## src/design/bott_pkg.sv

```systemverilog
// Package for the box overlap tracking table: sizes, box type, opcodes, states.
// Also holds the overlap test. Used by bott_ram users and the top level.
// No dependencies.
package bott_pkg;

	localparam int SLOTS      = 32;
	localparam int SLOT_W     = $clog2(SLOTS);
	localparam int PTR_W      = $clog2(SLOTS + 1);
	localparam int CNT_W      = $clog2(SLOTS + 1);
	localparam int COORD_BITS = 16;
	localparam int ENTRY_W    = 5;
	localparam int OP_W       = 2;
	localparam int BOX_W      = 4 * COORD_BITS;
	localparam int IN_DATA_W  = ((ENTRY_W + BOX_W + 7) / 8) * 8;
	localparam int OUT_FLDS_W = ENTRY_W + 1 + CNT_W;
	localparam int OUT_DATA_W = ((OUT_FLDS_W + 7) / 8) * 8;

	typedef enum logic [OP_W-1:0] {
		OP_INSERT = 2'd0,
		OP_ERASE  = 2'd1,
		OP_MOVE   = 2'd2,
		OP_CLEAR  = 2'd3
	} op_t;

	typedef enum logic [1:0] {
		ST_IDLE,
		ST_SINGLE,
		ST_SCAN,
		ST_CLOSE
	} state_t;

	typedef struct packed {
		logic signed [COORD_BITS-1:0] hi_y;
		logic signed [COORD_BITS-1:0] hi_x;
		logic signed [COORD_BITS-1:0] lo_y;
		logic signed [COORD_BITS-1:0] lo_x;
	} box_t;

	function automatic logic overlaps(input box_t b, input box_t q);
		overlaps = (b.lo_x < q.hi_x) && (b.hi_x >= q.lo_x) &&
			(b.lo_y < q.hi_y) && (b.hi_y >= q.lo_y);
	endfunction

endpackage

```

## src/design/bott_ram.sv

```systemverilog
// Generic single-write, single-read synchronous RAM with registered read.
// No dependencies.
module bott_ram #(
	parameter int WIDTH = 64,
	parameter int DEPTH = 32
) (
	input  logic                     clk,
	input  logic                     we,
	input  logic [$clog2(DEPTH)-1:0] waddr,
	input  logic [WIDTH-1:0]         wdata,
	input  logic                     re,
	input  logic [$clog2(DEPTH)-1:0] raddr,
	output logic [WIDTH-1:0]         rdata
);

	logic [WIDTH-1:0] mem [DEPTH];

	always_ff @(posedge clk) begin
		if (we) begin
			mem[waddr] <= wdata;
		end
		if (re) begin
			rdata <= mem[raddr];
		end
	end

endmodule

```

## src/design/box_overlap_tracking_table.sv

```systemverilog
// Box overlap tracking table, top level.
// Depends on bott_pkg and bott_ram.
//
// Holds up to 32 boxes in a RAM plus a query box and reports every change of
// overlap membership as an enter or leave item, followed by one closing item
// (tlast) carrying the member count. One input item is taken at a time. Insert
// and erase of an entry in range update that single slot, then put the closing
// item in the output register. Move and clear walk every slot through the box
// RAM read port, one slot a cycle while no enter or leave item is held back by
// the output, and then emit the closing item. The next item is accepted in the
// cycle after the closing item enters the output register.
module box_overlap_tracking_table (
	input  logic                            clk,
	input  logic                            arst_n,
	input  logic                            s_axis_tvalid,
	output logic                            s_axis_tready,
	// entry, min_x, min_y, max_x, max_y, zero fill
	input  logic [bott_pkg::IN_DATA_W-1:0]  s_axis_tdata,
	// operation
	input  logic [bott_pkg::OP_W-1:0]       s_axis_tuser,
	output logic                            m_axis_tvalid,
	input  logic                            m_axis_tready,
	// changed_entry, entered, member_count, zero fill
	output logic [bott_pkg::OUT_DATA_W-1:0] m_axis_tdata,
	// closing
	output logic [0:0]                      m_axis_tuser,
	output logic                            m_axis_tlast
);

	localparam int CB = bott_pkg::COORD_BITS;
	localparam int EW = bott_pkg::ENTRY_W;

	bott_pkg::state_t state_q, state_d;
	bott_pkg::op_t    op_q;
	logic [EW-1:0]    ent_q;
	bott_pkg::box_t   box_q, query_q, in_box, rd_box;
	logic [bott_pkg::BOX_W-1:0]  rdata;
	logic [bott_pkg::SLOTS-1:0]  valid_q, inside_q;
	logic [bott_pkg::CNT_W-1:0]  count_q;
	logic [bott_pkg::PTR_W-1:0]  ptr_q;
	logic                        vld_s1;
	logic [bott_pkg::SLOT_W-1:0] slot_s1;

	logic                        out_valid_q, out_entered_q, out_closing_q;
	logic [EW-1:0]               out_slot_q;
	logic [bott_pkg::CNT_W-1:0]  out_count_q;

	logic                        accept, in_range, out_free, ptr_done, stall;
	logic                        sg_rel, sg_now, sg_change, s1_now, s1_change;
	logic                        wr_en, rd_en, emit, ev_entered, ev_closing;
	logic [bott_pkg::SLOT_W-1:0] ev_slot, ent_idx, wr_idx;
	logic                        upd_en, upd_now, drop_en;
	logic [bott_pkg::SLOT_W-1:0] upd_slot;

	assign in_box.lo_x = s_axis_tdata[EW +: CB];
	assign in_box.lo_y = s_axis_tdata[EW + CB +: CB];
	assign in_box.hi_x = s_axis_tdata[EW + 2*CB +: CB];
	assign in_box.hi_y = s_axis_tdata[EW + 3*CB +: CB];

	assign s_axis_tready = (state_q == bott_pkg::ST_IDLE);
	assign accept        = s_axis_tvalid && s_axis_tready;
	assign out_free      = !out_valid_q || m_axis_tready;
	assign wr_idx        = s_axis_tdata[bott_pkg::SLOT_W-1:0];
	assign in_range      = 32'(s_axis_tdata[EW-1:0]) < bott_pkg::SLOTS;
	assign wr_en         = accept && in_range &&
		(bott_pkg::op_t'(s_axis_tuser) == bott_pkg::OP_INSERT);

	bott_ram #(
		.WIDTH(bott_pkg::BOX_W),
		.DEPTH(bott_pkg::SLOTS)
	) u_box_ram (
		.clk  (clk),
		.we   (wr_en),
		.waddr(wr_idx),
		.wdata(in_box),
		.re   (rd_en),
		.raddr(ptr_q[bott_pkg::SLOT_W-1:0]),
		.rdata(rdata)
	);

	assign rd_box  = bott_pkg::box_t'(rdata);
	assign ent_idx = ent_q[bott_pkg::SLOT_W-1:0];

	// single-slot update (insert / erase)
	assign sg_rel    = (op_q == bott_pkg::OP_INSERT) || valid_q[ent_idx];
	assign sg_now    = (op_q == bott_pkg::OP_INSERT) && bott_pkg::overlaps(box_q, query_q);
	assign sg_change = sg_rel && (sg_now != inside_q[ent_idx]);

	// scan stage one: RAM data for slot_s1
	assign s1_now    = (op_q == bott_pkg::OP_MOVE) && valid_q[slot_s1] &&
		bott_pkg::overlaps(rd_box, query_q);
	assign s1_change = s1_now != inside_q[slot_s1];
	assign stall     = vld_s1 && s1_change && !out_free;
	assign ptr_done  = ptr_q == bott_pkg::PTR_W'(bott_pkg::SLOTS);

	always_comb begin
		state_d    = state_q;
		rd_en      = 1'b0;
		emit       = 1'b0;
		ev_slot    = '0;
		ev_entered = 1'b0;
		ev_closing = 1'b0;
		upd_en     = 1'b0;
		upd_now    = 1'b0;
		upd_slot   = '0;
		drop_en    = 1'b0;
		unique case (state_q)
			bott_pkg::ST_IDLE: begin
				if (s_axis_tvalid) begin
					case (bott_pkg::op_t'(s_axis_tuser)) inside
						bott_pkg::OP_INSERT, bott_pkg::OP_ERASE:
							state_d = in_range ? bott_pkg::ST_SINGLE : bott_pkg::ST_CLOSE;
						default:
							state_d = bott_pkg::ST_SCAN;
					endcase
				end
			end
			bott_pkg::ST_SINGLE: begin
				upd_slot = ent_idx;
				upd_now  = sg_now;
				ev_slot  = ent_idx;
				if (!sg_change || out_free) begin
					emit       = sg_change;
					ev_entered = sg_now;
					upd_en     = sg_change;
					drop_en    = (op_q == bott_pkg::OP_ERASE);
					state_d    = bott_pkg::ST_CLOSE;
				end
			end
			bott_pkg::ST_SCAN: begin
				rd_en    = !ptr_done && !stall;
				upd_slot = slot_s1;
				upd_now  = s1_now;
				ev_slot  = slot_s1;
				if (vld_s1 && !stall) begin
					emit       = s1_change;
					ev_entered = s1_now;
					upd_en     = s1_change;
					drop_en    = (op_q == bott_pkg::OP_CLEAR);
				end
				if (ptr_done && !vld_s1) begin
					state_d = bott_pkg::ST_CLOSE;
				end
			end
			bott_pkg::ST_CLOSE: begin
				if (out_free) begin
					emit       = 1'b1;
					ev_closing = 1'b1;
					state_d    = bott_pkg::ST_IDLE;
				end
			end
			default: begin
				state_d = bott_pkg::ST_IDLE;
			end
		endcase
	end

	always_ff @(posedge clk or negedge arst_n) begin
		if (!arst_n) begin
			state_q <= bott_pkg::ST_IDLE;
		end else begin
			state_q <= state_d;
		end
	end

	always_ff @(posedge clk or negedge arst_n) begin
		if (!arst_n) begin
			op_q     <= bott_pkg::OP_INSERT;
			query_q  <= '0;
			valid_q  <= '0;
			inside_q <= '0;
			count_q  <= '0;
			ptr_q    <= '0;
			vld_s1   <= 1'b0;
		end else begin
			if (accept) begin
				op_q  <= bott_pkg::op_t'(s_axis_tuser);
				ptr_q <= '0;
				if (bott_pkg::op_t'(s_axis_tuser) == bott_pkg::OP_MOVE ||
						bott_pkg::op_t'(s_axis_tuser) == bott_pkg::OP_CLEAR) begin
					query_q <= in_box;
				end
			end
			if (wr_en) begin
				valid_q[wr_idx] <= 1'b1;
			end
			if (upd_en) begin
				inside_q[upd_slot] <= upd_now;
				count_q <= upd_now ? count_q + 1'b1 : count_q - 1'b1;
			end
			if (drop_en) begin
				valid_q[upd_slot] <= 1'b0;
			end
			if (state_q == bott_pkg::ST_SCAN && !stall) begin
				vld_s1 <= rd_en;
				if (rd_en) begin
					ptr_q <= ptr_q + 1'b1;
				end
			end
		end
	end

	always_ff @(posedge clk) begin
		if (accept) begin
			ent_q <= s_axis_tdata[EW-1:0];
			box_q <= in_box;
		end
		if (rd_en) begin
			slot_s1 <= ptr_q[bott_pkg::SLOT_W-1:0];
		end
	end

	// output register
	always_ff @(posedge clk or negedge arst_n) begin
		if (!arst_n) begin
			out_valid_q <= 1'b0;
		end else if (emit) begin
			out_valid_q <= 1'b1;
		end else if (m_axis_tready) begin
			out_valid_q <= 1'b0;
		end
	end

	always_ff @(posedge clk) begin
		if (emit) begin
			out_slot_q    <= EW'(ev_slot);
			out_entered_q <= ev_entered;
			out_closing_q <= ev_closing;
			out_count_q   <= ev_closing ? count_q : '0;
		end
	end

	assign m_axis_tvalid = out_valid_q;
	assign m_axis_tdata  = {{(bott_pkg::OUT_DATA_W - bott_pkg::OUT_FLDS_W){1'b0}},
		out_count_q, out_entered_q, out_slot_q};
	assign m_axis_tuser  = out_closing_q;
	assign m_axis_tlast  = out_closing_q;

endmodule
```

## config.mk

```make
export PLATFORM = sky130hd
export DESIGN_NAME = box_overlap_tracking_table
export DESIGN_NICKNAME = d
export VERILOG_FILES = /design/src/design/bott_pkg.sv /design/src/design/bott_ram.sv /design/src/design/box_overlap_tracking_table.sv
export SDC_FILE = /design/constraint.sdc
export NUM_CORES = 2
export LEC_CHECK = 0
export BUFFER_PORTS_ARGS = -buffer_cell sky130_fd_sc_hd__buf_4
export CAP_MARGIN = 10
export CORE_MARGIN = 3
export CORE_UTILIZATION = 55
export DETAILED_ROUTE_END_ITERATION = 10
export PLACE_DENSITY_LB_ADDON = 0.08
export SLEW_MARGIN = 0
export SYNTH_ARGS = -nofsm -noshare
export SYNTH_HDL_FRONTEND = slang
export SYNTH_HIERARCHICAL = 1
export SYNTH_SLANG_ARGS = --single-unit
```

## constraint.sdc

```tcl
create_clock -name clk -period 7.45 [get_ports clk]
set_input_delay 0.745 -clock clk [delete_from_list [all_inputs] [get_ports clk]]
set_output_delay 0.745 -clock clk [all_outputs]
set_load 0.1 [all_outputs]
```

## After elaboration in Yosys (flattened, before gate mapping)

Memory sizes are Yosys's and may differ from the RTL's. A register that Yosys moved wholly into a read port is not among the register bits.
Index checks and enable logic that the tools add are counted.

- $add $sub $neg: 3
- Order comparisons: 14
- Equal/unequal tests: 16
- Multiplexer cells: 44
- Bitwise logic cells: 3
- Reduce and logical (&&, ||, !) cells: 37

Operators with widths:

| cell | count |
|---|---|
| $ge 16x16->1 | 4 |
| $lt 16x16->1 | 4 |
| $mux 32 | 2 |
| $and 32x32->32 | 1 |
| $bwmux 32 | 1 |
| $not 32->32 | 1 |
| $or 32x32->32 | 1 |
| $lt 5x6->1 const B | 4 |
| $mux 6 | 4 |
| $bmux 1 s5 | 4 |
| $logic_and 1x1->1 | 20 |
| $mux 1 | 19 |
| $add 6x1->6 const B | 2 |
| $eq 2x2->1 const B | 6 |
| $demux 1 s5 | 2 |
| $ge 5x1->1 const B | 2 |
| $mux 2 | 5 |
| $pmux 5 s2 | 1 |
| $ne 2x2->1 const B | 4 |
| $pmux 1 s2 | 4 |
| $pmux 2 s4 | 1 |
| $eq 2x1->1 const B | 3 |
| $eq 6x6->1 const B | 1 |
| $logic_not 1->1 | 6 |
| 9 further kinds | 15 |

- Bits in registers: 233
- RAM bits: 2,048
- Input port bits: 78
- Output and inout port bits: 20
- Memories kept: 1

Memories:

| memory | depth | bits a word | read ports | clocked after Yosys merged registers in | write ports | line | text |
|---|---|---|---|---|---|---|---|
| u_box_ram.mem | 32 | 64 | 1 | 1 | 1 | bott_ram.sv:16 | `logic [WIDTH-1:0] mem [DEPTH];` |

## Logic depth before layout (Yosys ltp)

- Depth after elaboration: 13
- Depth in mapped cells: 21
- Gate-level depth less buffers: 19

## Hierarchy

The synthesis kept the hierarchy.

By module, submodules not included:

| module | instances | cells an instance | area each (µm²) | sequential area each (µm²) |
|---|---|---|---|---|
| bott_ram | 1 | 3,097 | 79,606.3 | 63,420.8 |
| box_overlap_tracking_table | 1 | 1,143 | 13,516.7 | 6,266.0 |

## Worst setup path after synthesis

Ideal clock, no wire load.

- Kind: register to register
- Start: register state_q[0]
- End: memory u_box_ram.mem[12][0] (enable)
- Library setup time: 0.486 ns
- Arrival: 5.592 ns
- Required time: 6.964 ns
- Path slack: 1.372 ns
- Cell stages (with the launch flop): 8
- Period minus slack after synthesis: 6.078 ns
- Cells stage by stage: dfrtp_1 > inv_1 > ha_1 > nand2_1 > nor3_1 > or3b_2 > clkbuf_1 > nor2_1

- Longest elaborated chain between the ends: 5

Ends and longest elaborated chain:

| element | line | text |
|---|---|---|
| start: declaration | box_overlap_tracking_table.sv:33 | `bott_pkg::state_t state_q, state_d;` |
| start signal: assignment | box_overlap_tracking_table.sv:160 | `state_q <= bott_pkg::ST_IDLE;` |
| start signal: assignment | box_overlap_tracking_table.sv:162 | `state_q <= state_d;` |
| $logic_not 2->1 | box_overlap_tracking_table.sv:60 | `assign s_axis_tready = (state_q == bott_pkg::ST_IDLE);` |
| named net s_axis_tready | box_overlap_tracking_table.sv:16 | `output logic s_axis_tready,` |
| $logic_and 1x1->1 | box_overlap_tracking_table.sv:61 | `assign accept = s_axis_tvalid && s_axis_tready;` |
| $logic_and 1x1->1 | box_overlap_tracking_table.sv:65 | `assign wr_en = accept && in_range &&` |
| named net wr_en | box_overlap_tracking_table.sv:50 | `logic wr_en, rd_en, emit, ev_entered, ev_closing;` |
| $mux 1 | bott_ram.sv:19 | `if (we) begin` |
| $mux 1 (not written as such) | bott_ram.sv:20 | `mem[waddr] <= wdata;` |
| end: declaration | bott_ram.sv:16 |  |

The timed path passes the listed nets, and every way through them passes these cells.

## Worst setup path after layout

- Start: register slot_s1[1] in the netlist's numbering
- End: register count_q[5] in the netlist's numbering

- Longest elaborated chain between the ends: 11
- Elaborated cells between the ends (all ways): 15

Ends and longest elaborated chain:

| element | line | text |
|---|---|---|
| start: declaration | box_overlap_tracking_table.sv:42 | `logic [bott_pkg::SLOT_W-1:0] slot_s1;` |
| start signal: assignment | box_overlap_tracking_table.sv:209 | `slot_s1 <= ptr_q[bott_pkg::SLOT_W-1:0];` |
| $bmux 1 s5 | box_overlap_tracking_table.sv:90 | `assign s1_now = (op_q == bott_pkg::OP_MOVE) && valid_q[slot_s1] &&` |
| $mux 1 (not written as such) | box_overlap_tracking_table.sv:90 |  |
| $logic_and 1x1->1 (2 in series) | box_overlap_tracking_table.sv:90 |  |
| $ne 1x1->1 | box_overlap_tracking_table.sv:92 | `assign s1_change = s1_now != inside_q[slot_s1];` |
| $logic_and 1x1->1 (2 in series) | box_overlap_tracking_table.sv:93 | `assign stall = vld_s1 && s1_change && !out_free;` |
| $logic_not 1->1 | box_overlap_tracking_table.sv:135 | `if (vld_s1 && !stall) begin` |
| $logic_and 1x1->1 | box_overlap_tracking_table.sv:135 |  |
| $mux 1 | box_overlap_tracking_table.sv:135 |  |
| $pmux 1 s2 | box_overlap_tracking_table.sv:107 | `unique case (state_q)` |
| end signal: assignment | box_overlap_tracking_table.sv:189 | `count_q <= upd_now ? count_q + 1'b1 : count_q - 1'b1;` |
| end: declaration | box_overlap_tracking_table.sv:39 | `logic [bott_pkg::CNT_W-1:0] count_q;` |

Parallel ways exist; a longest one is shown, timed or not. The select of a mux whose other input is x is not followed.
A chain may end at the register's enable or synchronous reset.

==> metrics <==
CTS resizes=0; Pwr Density=357 mW/mm^2; Yosys top cell by area=edfxtp_1; vias in the first global route=45000; largest net degree at the start of global routing=111; # rows=150; worst reg2reg startpoint=slot_s1[1]; Die H=417 um; post-DP HPWL=approximately 120000 um; most frequent cell after synthesis=edfxtp_1; Rel. slew slack=14.4%; clock root cell=clkbuf_16; Crit. End Element=flop; Die Width=417 um; Starting Density=55.5%; grt total ovfl=0; Post-Synthesis Cell Area=0.0931 mm^2; initial drt markers=4722; Final nets=4668; Reg2Reg Setup Slack=1340 ps; io pins=~100; synth unique cells=slightly below 80; number of synthesized flops with an enable pin=2199; Final Setup Violations=0; postcts setup bufs=0; cell count after synthesis=4240; top cells by count, synth=edfxtp_1, mux4_2, mux2_2; WP data required=8190 ps; fin crit period=6110 ps; YS warnings=6; CORE AREA=approximately 0.17 mm^2; CTS hold repair buffers=1; hold slack=175 ps; DRT Wirelength=225000 um; H-tree depth=4; DR vias=44600; type of the most critical hold path=in -> reg; ys async rst share=between 6 and 7%; DIE AREA=0.174 mm^2; Sum Neg Setup Slack=0 ps; Worst-path clk slew=roughly 70 ps; Final period util=82.1%; Final Slew Violations=0; drc violations=0; Critical Path Start Type=flop; Fin. Hold Viols=0; global router's overall resource usage=26.3%; Worst EP arrival=6850 ps; global-route wire length before repair=327000 um; area growth from synthesis to layout=12.0%; Port Buf Inserts=90; WL/cell=32.8 um; TritonCTS Sinks=2345; TritonCTS clock tree=done; CP startpoint=slot_s1[1]; worst-margin pin slew=roughly 1300 ps; Avg Synthesized Cell Area=22.0 um^2; Max Clk Rate=164 MHz; final clock skew=41.4 ps; Total Power=~37000 uW; Num CTS Buffers=230; status=finished, final reports clean; drt first pass iters=7; end point of the critical path=count_q[5]; layout cells sized above 1=29.4%; Routability Congestion=0.840; #FFs+latches synth=2345; post-synth top area share=70.9%; Clk Latency, worst-skew pair=860 ps; Synth Flop Type=edfxtp_1; RSZ-0062 raised after global routing=false; post-synthesis sequential area ratio=between 70% and 80%; LEAKAGE=0.0335 uW; FF-to-FF path depth=17; maxcap violations=0; post-route ant nets=0; Final Util=62.2%; Max VDD drop=between 300 and 400 uV; Worst Setup Path Type=reg -> reg; critical path fanouts, max=27; r2r endpoint=count_q[5]; synth top area cells=edfxtp_1, mux4_2, dfrtp_1, mux2_2, ha_1; Via density=6.50; number of antenna violations at the first check in global routing=13; Clock Tree Buf Depth=3
[kinds of logic (layout without fill, tap and decap cells)]
logic type	count (synthesis)	in the layout	share of synthesized area (%)
adders and majority gates	136	136	1.84
buffers and inverters	291	699	1.42
AOI/OAI and AO/OA	295	295	2.05
and+or+nand+nor	297	297	1.62
DFF	2345	2345	74.8
other	1	11	0.00403
muxes	869	869	18.2
xor gates and xnor gates	6	6	0.0564
[power by group]
| part | total (uW) | internal (uW) | switching, uW | leakage (uW) |
|---|---|---|---|---|
| logic | 10200 | 4720 | 5440 | 0.00821 |
| clock network | 11300 | 6410 | 4870 | 0.00361 |
| registers | 15800 | 15200 | 594 | 0.0217 |
[area by class of cell]
class                           count  area, um^2
Antenna cell                        7        17.5
Clock buffer                      297        6200
Clock inverter                    132        1160
Fill cell                       11500       63500
Inverter                           90         342
Multi-Input combinational cell   1607       22400
Sequential cell                  2345       69700
Tap cell                         2204        2760
Timing Repair Buffer              180        1730
[metrics by stage]
step           instance area [um^2]  std cells  setup slack (ps)
2_1_floorplan                 93100       4243              1370
3_3_place_gp                  96900       6425              1450
3_5_place_dp                  96900       6425              1400
4_1_cts                      104000       6855              1420
5_1_grt                      104000       6855               847
6_report                     104000       6862              1340
[worst min-delay path by stage]
stage	from	end	slack, ps	cells after the start
after floorplan	arst_n	count_q[0]	450	0
after global routing	s_axis_tuser[0]	op_q[0]	130	2
final	s_axis_tuser[0]	op_q[0]	180	2
after detailed placement	query_q[1]	query_q[1]	490	1
after CTS	s_axis_tuser[0]	op_q[0]	100	2
after global placement	inside_q[19]	inside_q[19]	490	1
[critical path: stages (launching register included)]
cell and delay (ps):
edfxtp_1 1000, mux4_2 370, nor2b_1 130, a211oi_1 70
a211oi_1 260, a21oi_1 210, nor4_4 760, a21o_1 470
and2_1 850, inv_1 290, ha_1 350, a21o_1 160
a21oi_1 220, o21bai_1 90, a21oi_1 290, a2111oi_0 140
a211oi_1 230, nand4_1 110
[registers in the layout, indices dropped and copies added, names as in the netlist, 2 cells and up]
register         count
query_q             64
u_box_ram/rdata     64
valid_q             32
out_slot_q           5
u_box_ram/mem     2048
count_q              6
op_q                 2
state_q              2
ptr_q                6
slot_s1              5
box_q               64
out_count_q          6
inside_q            32
ent_idx              5
[per-layer routing]
layer | up-vias | GRT usage, % | part of all wire [%]
li1 | 18300 | - | -
met1 | 24300 | 38.9 | 42
met2 | 1665 | 42.9 | 49
met3 | 289 | 3.47 | 6.6
met4 | 6 | 5.72 | 1.9
met5 | - | 0 | 0.020
[placed cells by master, fill, tap and decap left out, drive strengths merged, types with 6 or more instances in the layout]
cell type  instances
a31oi             21
ha               135
bufinv            16
edfxtp          2199
a21o               8
nor3              16
o211ai            10
nand2             64
clkbuf           297
nand3             19
and2               9
nor2b             12
mux2             177
and3               9
nand4             31
nand2b            10
nand3b             7
mux4             639
o22ai             12
a22oi              7
a211oi            10
mux2i             53
nor3b              6
inv               94
dfrtp            146
clkinv           108
nor2              89
o221ai             6
o21ai             38
diode              7
buf              179
a21oi            118
a221oi            16
a2111oi           10
No activity file was read; power rests on OpenSTA's default activity.
